===== src/rtl/core/fpp_pkg.sv =====
// Package for the FEN position parser: parser phases, result/error codes,
// character constants, state and result structs, and small helper functions.
// No dependencies.
package fpp_pkg;

  localparam logic [7:0] CH_SLASH = 8'h2F;  // '/'
  localparam logic [7:0] CH_SPACE = 8'h20;  // ' '
  localparam logic [7:0] CH_W     = 8'h77;  // 'w'
  localparam logic [7:0] CH_B     = 8'h62;  // 'b'
  localparam logic [7:0] CH_UK    = 8'h4B;  // 'K'
  localparam logic [7:0] CH_UQ    = 8'h51;  // 'Q'
  localparam logic [7:0] CH_LK    = 8'h6B;  // 'k'
  localparam logic [7:0] CH_LQ    = 8'h71;  // 'q'
  localparam logic [7:0] CH_DASH  = 8'h2D;  // '-'
  localparam logic [7:0] CH_0     = 8'h30;  // '0'
  localparam logic [7:0] CH_1     = 8'h31;  // '1'
  localparam logic [7:0] CH_3     = 8'h33;  // '3'
  localparam logic [7:0] CH_6     = 8'h36;  // '6'
  localparam logic [7:0] CH_8     = 8'h38;  // '8'
  localparam logic [7:0] CH_9     = 8'h39;  // '9'
  localparam logic [7:0] CH_A     = 8'h61;  // 'a'
  localparam logic [7:0] CH_H     = 8'h68;  // 'h'

  localparam logic [15:0] SAT16 = 16'hFFFF;

  localparam int IN_DATA_W  = 8;
  localparam int OUT_DATA_W = 80;
  localparam int OUT_USER_W = 2;

  // bit offsets inside m_tdata
  localparam int OFS_SQUARE   = 0;
  localparam int OFS_PIECE    = 6;
  localparam int OFS_BLACK    = 10;
  localparam int OFS_CASTLE   = 11;
  localparam int OFS_EPV      = 15;
  localparam int OFS_EPSQ     = 16;
  localparam int OFS_HALF     = 22;
  localparam int OFS_FULL     = 38;
  localparam int OFS_CONSUMED = 54;
  localparam int OFS_ERROR    = 70;
  localparam int USED_DATA_W  = 73;

  typedef enum logic [1:0] {
    KIND_PIECE = 2'd0,
    KIND_DONE  = 2'd1,
    KIND_ERROR = 2'd2
  } kind_t;

  typedef enum logic [2:0] {
    ERR_NONE      = 3'd0,
    ERR_EARLY_END = 3'd1,
    ERR_BAD_SYM   = 3'd2,
    ERR_ROW_OVF   = 3'd3,
    ERR_SEP       = 3'd4,
    ERR_COLOR     = 3'd5,
    ERR_EP_RANK   = 3'd6,
    ERR_EP_FIELD  = 3'd7
  } err_t;

  typedef enum logic [3:0] {
    PH_BOARD  = 4'd0,
    PH_SLASH  = 4'd1,
    PH_SP1    = 4'd2,
    PH_COLOR  = 4'd3,
    PH_SP2    = 4'd4,
    PH_CASTLE = 4'd5,
    PH_SP3    = 4'd6,
    PH_EP     = 4'd7,
    PH_EPRANK = 4'd8,
    PH_MSP    = 4'd9,
    PH_HFIRST = 4'd10,
    PH_HALF   = 4'd11,
    PH_FFIRST = 4'd12,
    PH_FULL   = 4'd13,
    PH_IDLE   = 4'd14
  } phase_t;

  typedef struct packed {
    phase_t      phase;
    logic [2:0]  cur_rank;
    logic [3:0]  cur_file;
    logic        black_side;
    logic [3:0]  castle_bits;
    logic        ep_present;
    logic [2:0]  ep_file_hold;
    logic        ep_rank6;      // 1: rank 6 (index 5), 0: rank 3 (index 2)
    logic [15:0] halfmove_hold;
    logic [15:0] fullmove_hold;
    logic [15:0] char_count;
  } pstate_t;

  localparam pstate_t ST_RESET = '{
    phase:         PH_BOARD,
    cur_rank:      3'd7,
    cur_file:      4'd0,
    black_side:    1'b0,
    castle_bits:   4'd0,
    ep_present:    1'b0,
    ep_file_hold:  3'd0,
    ep_rank6:      1'b0,
    halfmove_hold: 16'd0,
    fullmove_hold: 16'd1,
    char_count:    16'd0
  };

  typedef struct packed {
    kind_t       kind;
    logic [5:0]  square;
    logic [3:0]  piece;
    logic        black_to_move;
    logic [3:0]  castle_rights;
    logic        ep_valid;
    logic [5:0]  ep_square;
    logic [15:0] halfmove_count;
    logic [15:0] fullmove_number;
    logic [15:0] consumed_chars;
    err_t        error_code;
  } result_t;

  // piece letter lookup: {valid, index}
  function automatic logic [4:0] piece_lookup(input logic [7:0] c);
    logic [4:0] r;
    unique case (c)
      8'h50:   r = {1'b1, 4'd0};   // P
      8'h4E:   r = {1'b1, 4'd1};   // N
      8'h42:   r = {1'b1, 4'd2};   // B
      8'h52:   r = {1'b1, 4'd3};   // R
      8'h51:   r = {1'b1, 4'd4};   // Q
      8'h4B:   r = {1'b1, 4'd5};   // K
      8'h70:   r = {1'b1, 4'd6};   // p
      8'h6E:   r = {1'b1, 4'd7};   // n
      8'h62:   r = {1'b1, 4'd8};   // b
      8'h72:   r = {1'b1, 4'd9};   // r
      8'h71:   r = {1'b1, 4'd10};  // q
      8'h6B:   r = {1'b1, 4'd11};  // k
      default: r = 5'd0;
    endcase
    return r;
  endfunction

  // acc * 10 + d, saturating at 65535
  function automatic logic [15:0] add_digit(input logic [15:0] acc, input logic [3:0] d);
    logic [20:0] v;
    v = {2'b00, acc, 3'b000} + {4'b0000, acc, 1'b0} + {17'd0, d};
    return (v > {5'd0, SAT16}) ? SAT16 : v[15:0];
  endfunction

  function automatic logic [15:0] sat_inc(input logic [15:0] v);
    return (v != SAT16) ? v + 16'd1 : v;
  endfunction

endpackage


===== src/rtl/core/fpp_step.sv =====
// Per-character decision logic of the FEN position parser: next state and
// optional result for one transaction. Combinational. Uses fpp_pkg.
module fpp_step
  import fpp_pkg::*;
(
  input  pstate_t    st,
  input  logic [7:0] ch,
  input  logic       at_end,
  output pstate_t    st_next,
  output logic       emit,
  output result_t    res
);

  logic       dig;
  logic       dig18;
  logic [4:0] file_sum;
  logic [4:0] pc;
  logic [3:0] file_inc;
  logic [15:0] cnt_inc;
  result_t    done_res;
  result_t    err_res;
  phase_t     after_row;

  always_comb begin
    dig      = (ch >= CH_0) && (ch <= CH_9);
    dig18    = (ch >= CH_1) && (ch <= CH_8);
    file_sum = {1'b0, st.cur_file} + {1'b0, ch[3:0]};
    file_inc = st.cur_file + 4'd1;
    pc       = piece_lookup(ch);
    cnt_inc  = sat_inc(st.char_count);
    after_row = (st.cur_rank != 3'd0) ? PH_SLASH : PH_SP1;

    done_res                 = '0;
    done_res.kind            = KIND_DONE;
    done_res.black_to_move   = st.black_side;
    done_res.castle_rights   = st.castle_bits;
    done_res.ep_valid        = st.ep_present;
    done_res.ep_square       = st.ep_present ?
                               {(st.ep_rank6 ? 3'd5 : 3'd2), st.ep_file_hold} : 6'd0;
    done_res.halfmove_count  = st.halfmove_hold;
    done_res.fullmove_number = st.fullmove_hold;
    done_res.consumed_chars  = st.char_count;
    done_res.error_code      = ERR_NONE;

    err_res      = '0;
    err_res.kind = KIND_ERROR;
  end

  always_comb begin
    st_next = st;
    emit    = 1'b0;
    res     = '0;
    if (at_end) begin
      st_next = ST_RESET;
      if (st.phase >= PH_MSP && st.phase <= PH_FULL) begin
        emit = 1'b1;
        res  = done_res;
      end else if (st.phase != PH_IDLE) begin
        emit           = 1'b1;
        res            = err_res;
        res.error_code = ERR_EARLY_END;
      end
    end else begin
      unique case (st.phase)
        PH_BOARD: begin
          if (dig18) begin
            st_next.char_count = cnt_inc;
            st_next.cur_file   = file_sum[3:0];
            if (file_sum > 5'd8) begin
              emit           = 1'b1;
              res            = err_res;
              res.error_code = ERR_ROW_OVF;
              st_next.phase  = PH_IDLE;
            end else if (file_sum == 5'd8) begin
              st_next.phase = after_row;
            end
          end else if (pc[4]) begin
            emit               = 1'b1;
            res.kind           = KIND_PIECE;
            res.square         = {st.cur_rank, st.cur_file[2:0]};
            res.piece          = pc[3:0];
            st_next.cur_file   = file_inc;
            st_next.char_count = cnt_inc;
            if (file_inc == 4'd8) begin
              st_next.phase = after_row;
            end
          end else begin
            emit           = 1'b1;
            res            = err_res;
            res.error_code = ERR_BAD_SYM;
            st_next.phase  = PH_IDLE;
          end
        end
        PH_SLASH: begin
          if (ch != CH_SLASH) begin
            emit           = 1'b1;
            res            = err_res;
            res.error_code = ERR_SEP;
            st_next.phase  = PH_IDLE;
          end else begin
            st_next.char_count = cnt_inc;
            st_next.cur_rank   = st.cur_rank - 3'd1;
            st_next.cur_file   = 4'd0;
            st_next.phase      = PH_BOARD;
          end
        end
        PH_SP1, PH_SP2, PH_SP3: begin
          if (ch != CH_SPACE) begin
            emit           = 1'b1;
            res            = err_res;
            res.error_code = ERR_SEP;
            st_next.phase  = PH_IDLE;
          end else begin
            st_next.char_count = cnt_inc;
            unique case (st.phase)
              PH_SP1:  st_next.phase = PH_COLOR;
              PH_SP2:  st_next.phase = PH_CASTLE;
              default: st_next.phase = PH_EP;
            endcase
          end
        end
        PH_COLOR: begin
          if (ch == CH_B || ch == CH_W) begin
            st_next.black_side = (ch == CH_B);
            st_next.char_count = cnt_inc;
            st_next.phase      = PH_SP2;
          end else begin
            emit           = 1'b1;
            res            = err_res;
            res.error_code = ERR_COLOR;
            st_next.phase  = PH_IDLE;
          end
        end
        PH_CASTLE: begin
          st_next.char_count = cnt_inc;
          priority if (ch == CH_UK) st_next.castle_bits = st.castle_bits | 4'b0001;
          else if (ch == CH_UQ)     st_next.castle_bits = st.castle_bits | 4'b0010;
          else if (ch == CH_LK)     st_next.castle_bits = st.castle_bits | 4'b0100;
          else if (ch == CH_LQ)     st_next.castle_bits = st.castle_bits | 4'b1000;
          else if (ch == CH_DASH)   st_next.phase = PH_SP3;
          else if (ch == CH_SPACE)  st_next.phase = PH_EP;
          else begin
            emit               = 1'b1;
            res                = err_res;
            res.error_code     = ERR_SEP;
            st_next.phase      = PH_IDLE;
            st_next.char_count = st.char_count;
          end
        end
        PH_EP: begin
          if (ch >= CH_A && ch <= CH_H) begin
            st_next.ep_file_hold = ch[2:0] - 3'd1;  // 'a' is 0x61
            st_next.char_count   = cnt_inc;
            st_next.phase        = PH_EPRANK;
          end else if (ch == CH_DASH) begin
            st_next.ep_present = 1'b0;
            st_next.char_count = cnt_inc;
            st_next.phase      = PH_MSP;
          end else begin
            emit           = 1'b1;
            res            = err_res;
            res.error_code = ERR_EP_FIELD;
            st_next.phase  = PH_IDLE;
          end
        end
        PH_EPRANK: begin
          if (ch == CH_3 || ch == CH_6) begin
            st_next.ep_rank6   = (ch == CH_6);
            st_next.ep_present = 1'b1;
            st_next.char_count = cnt_inc;
            st_next.phase      = PH_MSP;
          end else begin
            emit           = 1'b1;
            res            = err_res;
            res.error_code = ERR_EP_RANK;
            st_next.phase  = PH_IDLE;
          end
        end
        PH_MSP: begin
          if (ch != CH_SPACE) begin
            emit          = 1'b1;
            res           = done_res;
            st_next.phase = PH_IDLE;
          end else begin
            st_next.char_count = cnt_inc;
            st_next.phase      = PH_HFIRST;
          end
        end
        PH_HFIRST: begin
          if (!dig) begin
            emit          = 1'b1;
            res           = done_res;
            st_next.phase = PH_IDLE;
          end else begin
            st_next.halfmove_hold = {12'd0, ch[3:0]};
            st_next.char_count    = cnt_inc;
            st_next.phase         = PH_HALF;
          end
        end
        PH_HALF: begin
          if (dig) begin
            st_next.halfmove_hold = add_digit(st.halfmove_hold, ch[3:0]);
            st_next.char_count    = cnt_inc;
          end else if (ch != CH_SPACE) begin
            emit          = 1'b1;
            res           = done_res;
            st_next.phase = PH_IDLE;
          end else begin
            st_next.char_count = cnt_inc;
            st_next.phase      = PH_FFIRST;
          end
        end
        PH_FFIRST: begin
          if (!dig) begin
            emit          = 1'b1;
            res           = done_res;
            st_next.phase = PH_IDLE;
          end else begin
            st_next.fullmove_hold = {12'd0, ch[3:0]};
            st_next.char_count    = cnt_inc;
            st_next.phase         = PH_FULL;
          end
        end
        PH_FULL: begin
          if (!dig) begin
            emit          = 1'b1;
            res           = done_res;
            st_next.phase = PH_IDLE;
          end else begin
            st_next.fullmove_hold = add_digit(st.fullmove_hold, ch[3:0]);
            st_next.char_count    = cnt_inc;
          end
        end
        default: begin
          st_next = st;
        end
      endcase
    end
  end

endmodule


===== src/rtl/core/fpp_out_buf.sv =====
// Two-entry result buffer (output register plus skid stage) for the FEN
// position parser. Uses fpp_pkg.
module fpp_out_buf
  import fpp_pkg::*;
(
  input  logic    clk,
  input  logic    rst,
  input  logic    push,
  input  result_t push_data,
  output logic    can_push,
  output logic    out_valid,
  input  logic    out_ready,
  output result_t out_data
);

  logic    v0;
  logic    v1;
  result_t d0;
  result_t d1;
  logic    pop;

  assign pop       = v0 && out_ready;
  assign can_push  = !v1;
  assign out_valid = v0;
  assign out_data  = d0;

  always_ff @(posedge clk) begin
    if (rst) begin
      v0 <= 1'b0;
      v1 <= 1'b0;
    end else if (pop && v1) begin
      v0 <= 1'b1;
      v1 <= push;
    end else if (pop) begin
      v0 <= push;
    end else if (push) begin
      if (v0) begin
        v1 <= 1'b1;
      end else begin
        v0 <= 1'b1;
      end
    end
  end

  always_ff @(posedge clk) begin
    if (pop && v1) begin
      d0 <= d1;
      if (push) begin
        d1 <= push_data;
      end
    end else if (pop) begin
      if (push) begin
        d0 <= push_data;
      end
    end else if (push) begin
      if (v0) begin
        d1 <= push_data;
      end else begin
        d0 <= push_data;
      end
    end
  end

endmodule


===== src/rtl/core/fen_position_parser.sv =====
// FEN position parser, top level: parser state register, per-character step
// logic and the result buffer. Depends on fpp_pkg, fpp_step, fpp_out_buf.
// Results are registered in the result buffer before they show on the master side.
// Throughput: one character per cycle while s_tready is high; the state register loops
// through fpp_step. s_tready drops only while both result buffer entries are full.
// Reset (rst, synchronous): parser back to the board section, buffer emptied.
module fen_position_parser
  import fpp_pkg::*;
(
  input  logic                  clk,
  input  logic                  rst,
  input  logic                  s_tvalid,
  output logic                  s_tready,
  input  logic [IN_DATA_W-1:0]  s_tdata,   // [7:0] ch
  input  logic                  s_tlast,   // at_end
  output logic                  m_tvalid,
  input  logic                  m_tready,
  output logic [OUT_DATA_W-1:0] m_tdata,   // square, piece, black_to_move, castle_rights,
                                           // ep_valid, ep_square, halfmove_count,
                                           // fullmove_number, consumed_chars, error_code
  output logic [OUT_USER_W-1:0] m_tuser    // kind
);

  pstate_t st;
  pstate_t st_next;
  logic    emit;
  result_t res;
  result_t out_res;
  logic    accept;
  logic    can_push;

  assign s_tready = can_push;
  assign accept   = s_tvalid && s_tready;

  fpp_step u_step (
    .st      (st),
    .ch      (s_tdata),
    .at_end  (s_tlast),
    .st_next (st_next),
    .emit    (emit),
    .res     (res)
  );

  always_ff @(posedge clk) begin
    if (rst) begin
      st <= ST_RESET;
    end else if (accept) begin
      st <= st_next;
    end
  end

  fpp_out_buf u_buf (
    .clk       (clk),
    .rst       (rst),
    .push      (accept && emit),
    .push_data (res),
    .can_push  (can_push),
    .out_valid (m_tvalid),
    .out_ready (m_tready),
    .out_data  (out_res)
  );

  assign m_tuser = out_res.kind;
  assign m_tdata = {
    {(OUT_DATA_W - USED_DATA_W){1'b0}},
    out_res.error_code,
    out_res.consumed_chars,
    out_res.fullmove_number,
    out_res.halfmove_count,
    out_res.ep_square,
    out_res.ep_valid,
    out_res.castle_rights,
    out_res.black_to_move,
    out_res.piece,
    out_res.square
  };

endmodule


===== config.mk =====
export PLATFORM = sky130hd
export DESIGN_NAME = fen_position_parser
export DESIGN_NICKNAME = d
export VERILOG_FILES = /design/src/rtl/core/fpp_pkg.sv /design/src/rtl/core/fpp_step.sv /design/src/rtl/core/fpp_out_buf.sv /design/src/rtl/core/fen_position_parser.sv
export SDC_FILE = /design/constraint.sdc
export NUM_CORES = 1
export LEC_CHECK = 0
export BUFFER_PORTS_ARGS = -buffer_cell sky130_fd_sc_hd__buf_4
export CAP_MARGIN = 20
export CORE_MARGIN = 2
export CORE_UTILIZATION = 25
export DETAILED_ROUTE_END_ITERATION = 6
export PLACE_DENSITY = 0.47
export SYNTH_ARGS = -nofsm -noshare
export SYNTH_HDL_FRONTEND = slang
export SYNTH_HIERARCHICAL = 1
export SYNTH_SLANG_ARGS = --single-unit

===== constraint.sdc =====
create_clock -name clk -period 14.3 [get_ports clk]
set_input_delay 0 -clock clk [delete_from_list [all_inputs] [get_ports clk]]
set_output_delay 0 -clock clk [all_outputs]
set_load 0.02 [all_outputs]

After elaboration in Yosys (flattened, before gate mapping). Cells that the tools add are included.

Flip-flop bits (word level): 221. Input port bits: 13. Output and inout bits: 84. Word-level logic and storage cells: 309.

$add $sub $neg: 9. Order comparisons: 11. Equality and inequality tests: 62. Mux-type cells: 135. Reduce and logical (&&, ||, !) cells: 54.

Operator list (number): $mux 75 (26); $pmux 75 s10 (1); $mux 16 (21); $mux 74 (3); $pmux 16 s11 (1); $eq 8x7->1 const B (13); $mux 4 (23); $mux 69 (1); $mux 32 (2); $pmux 16 s2 (2); $pmux 5 s12 (1); $pmux 4 s12 (1); $add 21x4->21 (2); $gt 21x16->1 const B (2); $add 19x17->20 (2); $mux 1 (33); $eq 8x6->1 const B (4); $eq 4x4->1 const B (7); $reduce_bool 2->1 (14); $mux 3 (9); $ne 3x3->1 const B (9); $ne 3x2->1 const B (7); $reduce_and 3->1 (7); $reduce_bool 3->1 (6); other kinds (45) (74).

Logic depth before layout (Yosys ltp). Gate-level depths: netlist of the first run.

Word-level depth: 13. Depth in mapped cells: 16.

Cells and area by module. The synthesis of the first run kept the hierarchy.

By module, submodules not included: fpp_step (instances 1, cells an instance 872, area each 5830.6 um2, sequential area each 0.0 um2); fpp_out_buf (instances 1, cells an instance 248, area each 5718.0 um2, sequential area each 4544.4 um2); fen_position_parser (instances 1, cells an instance 320, area each 3014.1 um2, sequential area each 1381.3 um2).

Worst setup path before layout of the first run. No wires, ideal clock.

Kind: register to register. Start point: register st[58] (netlist name). End point: register u_buf.d0, in the netlist u_buf/out_data[0], enable pin. Arrival time: 5622 ps. Data required time: 13767 ps. Path slack: 8145 ps. Stages on the path, launching flop included: 12. Period minus slack after synthesis: 6155 ps. Cells stage by stage: dfxtp_1 > ha_1 > fa_1 > xor2_1 > or3_1 > a21boi_0 > and2_1 > nand2b_1 > nand4_1 > and3_1 > a21oi_1 > a21oi_1.

Word-level cells in the longest chain between the ends: 9.

Ends and longest elaborated chain: $add 4x4->5 (RTL line fpp_step.sv:27) `file_sum = {1'b0, st.cur_file} + {1'b0, ch[3:0]};`; $gt 5x4->1 (RTL line fpp_step.sv:69) `if (file_sum > 5'd8) begin`; $mux 1 (RTL line fpp_step.sv:69); $mux 1 (RTL line fpp_step.sv:66) `if (dig18) begin`; $pmux 1 s9 (RTL line fpp_step.sv:64) `unique case (st.phase)`; $mux 1 (RTL line fpp_step.sv:53) `if (at_end) begin`; via emit (RTL line fen_position_parser.sv:26) `logic emit;`; $logic_and 1x1->1 (RTL line fen_position_parser.sv:55) `.push (accept && emit),`; $reduce_bool 2->1 (no source line); $reduce_and 2->1 (no source line); to (signal assigned) (RTL line fpp_out_buf.sv:53) `d0 <= push_data;`; to (signal assigned) (RTL line fpp_out_buf.sv:59) `d0 <= push_data;`; to (decl) (RTL line fpp_out_buf.sv:18) `result_t d0;`.

The timed path passes the listed nets, and every way through them passes these cells. A chain may end at the register's enable or synchronous reset.

Worst setup path in the final report of the first run.
Start point: register st[58] (netlist name). End point: register u_buf.d0, in the netlist u_buf/out_data[28], enable pin.

Word-level cells in the longest chain between the ends: 9.

Ends and longest elaborated chain (RTL line): $add 4x4->5 (fpp_step.sv:27); $gt 5x4->1 (fpp_step.sv:69); $mux 1 (fpp_step.sv:69); $mux 1 (fpp_step.sv:66); $pmux 1 s9 (fpp_step.sv:64); $mux 1 (fpp_step.sv:53); via emit (fen_position_parser.sv:26); $logic_and 1x1->1 (fen_position_parser.sv:55); $reduce_bool 2->1 (no source line); $reduce_and 2->1 (no source line).

The timed path passes the listed nets, and every way through them passes these cells.

==> metrics.csv, run 1 <==
stage,metric,value,unit
floorplanning,Die Wd,245,um
synthesis,Post-synth ARST share,0,
clock_network,clock slew at reported path FFs,0.06,ns
power,Cell Pwr Density,95.9,nW/um2
synthesis,Yosys reg bits,221,
routing,drt first pass iters,5,
sta,max-slew violation count,0,
worst_setup_path,WS Path Type,reg -> reg,
synthesis,Syn Area/Cell,10.1,um2
synthesis,main combinational cell family by area after synthesis,compound AO/OA/AOI/OAI gates,
synthesis,commonest cells in the netlist,"a21oi_1, edfxtp_1, nand3_1, nor2_1, ha_1",
power,Max VDD drop,0.0000649,V
worst_setup_path,crit path launch type,register,
worst_setup_path,R2R Path Start,st[58],
grt,GRT Total Usage,0.125,
floorplanning,Starting Density,0.252,
min_path,Hold Path Stages,2,
synthesis,count of different cell masters after synthesis,96,
sta,relative slew slack,0.321,
min_path,worst-case hold path end point,st[58],
grt,first-pass GRT wire length,61.0,mm
min_path,hold path startpoint,rst,
clock_network,CTS root buffer,clkbuf_16,
clock_network,Worst-Skew Late Latency,0.56,ns
floorplanning,row cnt,88,
synthesis,top-count cell post-synth,a21oi_1,
synthesis,Synth Flop Type,edfxtp_1,
grt,number of global-route vias before repair,10768,
synthesis,Area contributors post-synth,"edfxtp_1, dfxtp_1, ha_1, a21oi_1, mux2_4",
cells_and_area,Area growth syn-to-layout,14.0,%
grt,antenna violations before repair,0,
synthesis,warning count from the yosys run,6,
sta,min cycle time layout,4.04,ns
clock_network,CTS Buf Count,27,
worst_setup_path,crit path max fanout,55,
worst_setup_path,CP endpoint kind,register,
clock_network,Clock Tree Buf Depth,3,
power,LEAKAGE,6.31,nW
worst_setup_path,arrival time at the worst endpoint,4.20,ns
sta,RSZ-0062 raised after global routing,false,
sta,fmax,248,MHz
worst_setup_path,Worst R2R Path Depth,12,
placement,hpwl dp,26.5,mm
sta,number of hold violations in the final report,0,
clock_network,CTS tree,built,
run,Max Cap Violations,0,
synthesis,Synth Area in Adders,0.0713,
synthesis,simple-gate portion of the synthesized area,0.169,
synthesis,post-synthesis sequential area ratio,0.407,
clock_network,htree depth,1,
cells_and_area,ant diodes,0,
floorplanning,Die H,245,um
synthesis,Synth top area share,0.309,
routing,WL final,38.4,mm
routing,wire per inst,17.0,um
routing,# DRC,0,
worst_setup_path,R2R Path End,u_buf/out_data[28],
routing,Initial DRC Count,685,
synthesis,Post-synth EDFFs,150,
clock_network,post-CTS setup buffer count,0,
synthesis,complex-gate fraction of the synthesized area,0.208,
floorplanning,io pins,97,
placement,Port Buffer Count,89,
run_status,run status,"finished, final reports clean",
synthesis,Synth area leader,edfxtp_1,
worst_setup_path,Reg2Reg Setup Slack,10.26,ns
placement,Placer Congestion,0.881,
clock_network,clock sinks,221,
floorplanning,Die Area,60200,um2
cells_and_area,share of cells above drive strength 1,0.211,
min_path,HP Class,in -> reg,
synthesis,"Cell Area, Synth",14600,um2
sta,final setup vio count,0,
cells_and_area,fin nets,1565,
grt,largest net degree at the start of global routing,86,
sta,Fin Clk Skew,0.0236,ns
synthesis,XOR/XNOR Fraction of Synth Area,0.0174,
routing,post-route ant nets,0,
sta,worst-margin pin slew,1.01,ns
synthesis,multiplexer share of the synthesized area,0.0780,
grt,gr ovfl total,0,
sta,Final period util,0.282,
worst_setup_path,"Req. time, crit path",14.47,ns
sta,TNS Setup,0,ns
routing,average via count per standard cell,4.93,
routing,total number of vias,11126,
synthesis,cell count after synthesis,1440,
floorplanning,core footprint,57700,um2
power,Final Power,1.59,mW
-- through the flow --
step / hold WS [ns] / std cells / setup slack [ns] / instance area, um2 / util
floorplan: 0.0691 / 1446 / 8.14 / 14600 / -
global placement: 0.389 / 2203 / 10.38 / 15700 / 0.272
detailed placement: 0.400 / 2203 / 10.23 / 15700 / 0.272
CTS: 0.0553 / 2257 / 10.18 / 16600 / 0.288
global route: 0.107 / 2257 / 9.92 / 16600 / 0.288
finish: 0.0814 / 2257 / 10.26 / 16600 / 0.288
-- how the worst max path moves through the flow --
stage               slack, ns            endpoint  cells after the start    from
global placement        10.38  u_buf/out_data[30]                     12  st[58]
CTS                     10.18  u_buf/out_data[28]                     12  st[58]
global route             9.92  u_buf/out_data[29]                      8  st[65]
finish                  10.26  u_buf/out_data[28]                     12  st[58]
floorplan                8.14   u_buf/out_data[0]                     11  st[58]
detailed placement      10.23  u_buf/out_data[28]                     12  st[58]
-- worst max-delay path, stage by stage (launching register included) --
cell and delay, ns:
dfxtp_1 0.36, ha_1 0.25, fa_1 0.42, xor2_1 0.25
or3_1 0.14, a21boi_0 0.09, and2_1 0.21, nand2b_1 0.15
nand4_1 0.11, and3_1 0.22, a21oi_1 0.09, a21oi_4 0.59
buf_4 0.65
-- power by group --
| group | total (mW) | switching [mW] | internal (mW) |
|---|---|---|---|
| Clock | 0.658 | 0.274 | 0.384 |
| Combinational | 0.201 | 0.136 | 0.0644 |
| Sequential | 0.734 | 0.0150 | 0.719 |
| Total | 1.59 | 0.426 | 1.17 |
-- cells by family after synthesis --
group,count (synthesis)
AO/OA/AOI/OAI,435
XOR/XNOR,29
adder cells (fa/ha/maj),80
buffers and inverters,134
flip-flops,221
multiplexers,85
other,1
AND/OR/NAND/NOR,455
-- routing by layer --
metal	wire, um	share of wire	GRT usage	vias to the layer above
met4	958	0.025	0.0378	0
met3	1610	0.042	0.0163	53
met2	17800	0.46	0.205	234
li1	-	-	-	5475
met1	18000	0.47	0.170	5364
met5	0	0	0	-
-- registers in the layout, indices dropped and copies added, names as in the netlist --
name             count
st                  69
u_buf/d1            75
u_buf/out_data      75
u_buf/out_valid      1
u_buf/v1             1
-- final cells by class --
cell class | instances | area (um2)
multi-input combinational | 1091 | 7980
clock inverter | 15 | 140
clock buffer | 34 | 702
timing repair buffer | 105 | 801
tap | 765 | 957
fill | 6066 | 41100
inverter | 26 | 98.8
sequential | 221 | 5930
-- cells in the final DEF, fill, tap and decap left out, types with 8 or more instances in the layout --
cell type / count
mux2_2: 27
and3_1: 25
clkbuf_16: 27
buf_4: 100
nor4_1: 12
xor2_1: 14
mux2_4: 50
or3_1: 12
o21ai_0: 41
nor2b_1: 13
ha_1: 75
a31oi_1: 15
and2_1: 67
o211ai_1: 9
nor2_1: 84
a211oi_1: 14
edfxtp_1: 150
o31ai_1: 9
nand3_1: 95
inv_1: 25
nor3_1: 28
xnor2_1: 15
dfxtp_1: 71
nand2_1: 66
a21oi_1: 160
a21bo_2: 62
o21a_1: 10
a21o_1: 13
o22ai_1: 8
-- what timing repair did --
item                                   CTS  global route
endpoints found under the hold margin   24             0
hold buffers                             5             0
gates resized for setup                  0             0
(Power assumes the default switching activity.)
==> inputs of run 2 (changes only) <==
clock period = 4.15 ns   (was 14.3 ns; I/O delays follow)
==> run 2 against run 1 <==
  * Largest cell class unchanged
  * Via count rose by 2.1%
  * Largest power group unchanged
  * Fmax rose by 15%
  * Power increased to 3.5 times the previous value
==> metrics.csv, run 2 (synthesis results as in run 1) <==
stage,metric,value,unit
worst_setup_path,R2R Path Start,st[34],
grt,number of global-route vias before repair,11085,
worst_setup_path,critical path's top delay family,compound AO/OA/AOI/OAI gates,
worst_setup_path,Reg2Reg Setup Slack,0.64,ns
routing,wire per inst,17.2,um
routing,total number of vias,11355,
sta,Fin Clk Skew,0.0270,ns
floorplanning,Die Area,60200,um2
routing,Initial DRC Count,671,
power,power share of the clock group,0.426,
cells_and_area,"commonest non-fill, non-tap cell in the layout",a21oi_1,
sta,relative slew slack,0.376,
grt,GRT Total Usage,0.127,
clock_network,Worst-Skew Late Latency,0.56,ns
cells_and_area,share of cells above drive strength 1,0.224,
clock_network,hold_buf cts,4,
routing,average via count per standard cell,4.99,
cells_and_area,most frequent cells in the layout,"a21oi_1, edfxtp_1, buf_4",
clock_network,clock slew at reported path FFs,0.06,ns
run_status,run status,"finished, final reports clean",
grt,GRT busiest layer,met2,
routing,# DRC,0,
floorplanning,row cnt,88,
grt,gr ovfl total,0,
clock_network,htree depth,1,
cells_and_area,ant diodes,0,
floorplanning,io pins,97,
sta,number of hold violations in the final report,0,
worst_setup_path,CP max stage cell,nor3_2,
sta,RSZ-0062 raised after global routing,false,
min_path,hold path startpoint,rst,
placement,Placer Congestion,0.869,
power,Net Sw Frac,0.267,
floorplanning,Die H,245,um
worst_setup_path,arrival time at the worst endpoint,3.89,ns
worst_setup_path,"Req. time, crit path",4.53,ns
clock_network,Clock Tree Buf Depth,3,
grt,antenna violations before repair,0,
sta,setup ws final,0.644,ns
floorplanning,Starting Density,0.252,
worst_setup_path,WS Path Type,reg -> reg,
placement,hpwl dp,27.1,mm
grt,largest net degree at the start of global routing,87,
power,switching power,1.51,mW
worst_setup_path,R2R Path End,st[38],
clock_network,clock sinks,221,
sta,min cycle time layout,3.51,ns
grt,M1 GR Usage,0.168,
clock_network,CTS root buffer,clkbuf_16,
sta,worst-margin pin slew,0.936,ns
worst_setup_path,CP endpoint kind,register,
power,LEAKAGE,6.44,nW
cells_and_area,fin nets,1584,
grt,met2 Resource Use GR,0.215,
sta,fmax,285,MHz
power,Logic pwr share,0.127,
floorplanning,Die Wd,245,um
clock_network,post-CTS setup buffer count,0,
min_path,Hold Path Stages,2,
cells_and_area,Area growth syn-to-layout,15.6,%
worst_setup_path,worst path bufs/invs,0,
sta,final setup vio count,0,
routing,drt first pass iters,5,
routing,WL final,39.3,mm
floorplanning,core footprint,57700,um2
worst_setup_path,CP Cell Sequence,"fa_1, fa_1, a21oi_1, nand4b_1, a21boi_0, o2111ai_1, a31oi_2, nor3_2, a211oi_1, nand3_1, a21oi_1",
sta,Final period util,0.845,
grt,met3 usage in global routing,0.0167,
worst_setup_path,crit path max fanout,9,
grt,first-pass GRT wire length,62.4,mm
clock_network,Resize count post-CTS,0,
sta,max-slew violation count,0,
min_path,HP Class,in -> reg,
worst_setup_path,crit path launch type,register,
clock_network,CTS tree,built,
power,sequential share of power,0.447,
placement,Port Buffer Count,89,
min_path,worst-case hold path end point,st[6],
power,Max VDD drop,0.000296,V
routing,post-route ant nets,0,
power,Internal Power,4.14,mW
placement,Setup WS pre-CTS,0.669,ns
power,Cell Pwr Density,335,nW/um2
power,Final Power,5.64,mW
sta,TNS Setup,0,ns
worst_setup_path,Worst R2R Path Depth,11,
run,Max Cap Violations,0,
clock_network,CTS Buf Count,27,
worst_setup_path,CP peak stage delay,0.67,ns
-- run 2: per-stage QoR --
step                      utilization  cell area, um2  std cells  hold slack [ns]
final                           0.292           16800       2277           0.0286
after global routing            0.292           16800       2277           0.0728
after CTS                       0.292           16800       2277           0.0548
after detailed placement        0.276           15900       2223            0.383
after global placement          0.276           15900       2223            0.381
after floorplan                     -           14600       1446           0.0691
-- run 2: worst max path at each step --
stage,start,endpoint,depth (start not counted)
floorplan,st[58],u_buf/out_data[0],11
detailed placement,st[34],st[37],11
finish,st[34],st[38],11
global route,st[34],st[39],11
CTS,st[34],st[37],11
global placement,st[34],st[47],11
-- run 2: power by group through the flow --
stage	Clock, mW	Combinational [mW]	Sequential [mW]
2_1_floorplan	0	0.378	2.66
3_3_place_gp	0	0.716	2.57
3_5_place_dp	0	0.719	2.57
4_1_cts	2.50	0.725	2.52
5_1_grt	2.57	0.777	2.53
6_report	2.41	0.717	2.52
-- run 2: final cells by class --
type                       instances  area (um2)
multi-input combinational       1091        7980
timing repair buffer             124         978
inverter                          26        98.8
fill                            6107       40900
clock buffer                      38         768
clock inverter                    12         133
tap                              765         957
sequential                       221        5930
-- run 2: per-layer routing --
metal / vias to the layer above / part of all wire
met5: - / 0
met4: 0 / 0.021
li1: 5513 / -
met2: 256 / 0.48
met1: 5537 / 0.46
met3: 49 / 0.040
==> inputs of run 3 (changes only) <==
PLACE_DENSITY = 0.48   (was 0.47)
clock period = 2.9 ns   (was 4.15 ns; I/O delays follow)
==> run 3 against run 2 <==
  * The flow now finishes with violations (setup timing)
  * Clock-buffer cell count decreased by 2
  * Wire length increased by 11%
  * Sequential share of layout area decreased by 4.6 points
  * First-iteration DRC count increased by 13%
==> metrics.csv, run 3 (synthesis results as in run 1) <==
stage,metric,value,unit
clock_network,CTS root buffer,clkbuf_16,
clock_network,Clock Tree Buf Depth,3,
power,Cell Pwr Density,423,nW/um2
grt,number of global-route vias before repair,12150,
floorplanning,row cnt,88,
run,Max Cap Violations,0,
placement,placed cell areas,17700,um2
sta,max-slew violation count,0,
worst_setup_path,crit path launch type,register,
floorplanning,Starting Density,0.252,
sta,Final period util,1.14,
worst_setup_path,CP endpoint kind,register,
sta,final setup vio count,182,
power,Max VDD drop,0.000346,V
sta,min cycle time layout,3.32,ns
routing,Initial DRC Count,759,
clock_network,CTS tree,built,
clock_network,Worst-Skew Late Latency,0.57,ns
clock_network,clock sinks,221,
cells_and_area,Area growth syn-to-layout,33.4,%
floorplanning,Die H,245,um
clock_network,htree depth,1,
routing,average via count per standard cell,4.89,
grt,gr ovfl total,0,
sta,relative slew slack,0.353,
cells_and_area,ant diodes,0,
grt,largest net degree at the start of global routing,72,
placement,Placer Congestion,0.866,
clock_network,clock slew at reported path FFs,0.06,ns
floorplanning,Die Area,60200,um2
floorplanning,Die Wd,245,um
routing,drt first pass iters,5,
worst_setup_path,arrival time at the worst endpoint,3.78,ns
sta,Fin Clk Skew,0.0322,ns
placement,Setup WS pre-CTS,-0.455,ns
sta,setup ws final,-0.418,ns
cells_and_area,most frequent cells in the layout,"buf_4, a21oi_1, edfxtp_1",
routing,WL final,43.5,mm
cells_and_area,fin nets,1829,
routing,total number of vias,12329,
run_status,run status,"finished, violations left",
routing,# DRC,0,
clock_network,CTS Buf Count,26,
routing,wire per inst,17.3,um
min_path,HP Class,in -> reg,
floorplanning,io pins,97,
run_status,failing checks,setup timing,
grt,antenna violations before repair,0,
grt,GRT Total Usage,0.141,
sta,number of hold violations in the final report,0,
worst_setup_path,crit path max fanout,4,
cells_and_area,"Design Area, Final",19400,um2
floorplanning,core footprint,57700,um2
placement,Port Buffer Count,89,
power,LEAKAGE,7.83,nW
power,Final Power,8.21,mW
grt,first-pass GRT wire length,68.2,mm
sta,worst-margin pin slew,0.970,ns
sta,RSZ-0062 raised after global routing,true,
routing,post-route ant nets,0,
worst_setup_path,WS Path Type,reg -> reg,
worst_setup_path,"Req. time, crit path",3.36,ns
placement,hpwl dp,30.8,mm
sta,fmax,301,MHz
cells_and_area,"commonest non-fill, non-tap cell in the layout",buf_4,
cells_and_area,share of cells above drive strength 1,0.369,
cells_and_area,Fill cells,5892,
run 3: cell count changes in the layout (fill, tap and decap cells not counted), moves of 7 or more:
cell	delta
buf_12	+7
a21oi_2	+7
o21ai_0	-13
a21oi_1	-8
dfxtp_2	+7
dfxtp_1	-11
a211oi_1	-8
buf_4	+200
buf_8	+16
o21ai_1	+9
buf_6	+17
a211oi_2	+8
run 3: path summary, 6_finish.rpt:
kind | startpoint | to | cells after the start | slack (ns)
worst max-delay path | st[16] | st[16] | 13 | -0.42
worst min-delay path | rst | st[57] | 2 | 0.003
worst max register to register | st[16] | st[16] | 13 | -0.42
worst min register to register | st[63] | st[63] | 1 | 0.52
run 3: final cells by class:
class,count,area (um2),area share
Clock inverter,12,135,0.00696
Clock buffer,36,698,0.0360
Multi-Input combinational cell,1091,8350,0.430
Inverter,26,103,0.00528
Timing Repair Buffer,370,3230,0.166
Sequential cell,221,5950,0.306
Tap cell,765,957,0.0493
run 3: routing by layer:
layer / part of all wire / vias up / GRT usage
met1: 0.46 / 5985 / 0.185
met3: 0.045 / 67 / 0.0208
met2: 0.47 / 267 / 0.236
li1: - / 6010 / -
met5: 0 / - / 0
met4: 0.027 / 0 / 0.0467
run 3: critical path: stages (launching register included):
cell	delay [ns]
dfxtp_4	0.37
fa_2	0.45
buf_6	0.13
fa_2	0.33
a21o_1	0.21
a31o_4	0.25
a21oi_2	0.14
o211ai_1	0.13
mux2_4	0.32
nor4b_4	0.22
buf_6	0.16
o311ai_2	0.08
and3_1	0.20
a211o_1	0.21
run 3: where the power goes:
group	total [mW]	internal (mW)	switching (mW)
registers	3.60	3.54	0.0669
logic	1.37	0.587	0.781
clock network	3.24	1.87	1.37
run 3: metrics by stage:
stage	cells	util	setup TNS (ns)	hold slack, ns
after floorplan	1446	-	-83.23	0.0691
after global routing	2521	0.337	-40.85	0.0813
final	2521	0.337	-20.64	0.00270
after CTS	2512	0.330	-9.43	0.0479
after global placement	2440	0.306	-16.08	0.382
after detailed placement	2440	0.306	-17.88	0.384
run 3: repair_timing:
| action | 4_1_cts | 5_1_grt |
|---|---|---|
| setup endpoints to repair | 184 | 196 |
| endpoints found under the hold margin | 12 | 0 |
| hold buffers | 3 | 0 |
| buffers inserted | 13 | 16 |
| gates cloned | 8 | 1 |
| resized for setup | 66 | 75 |
| pin swaps | 15 | 45 |
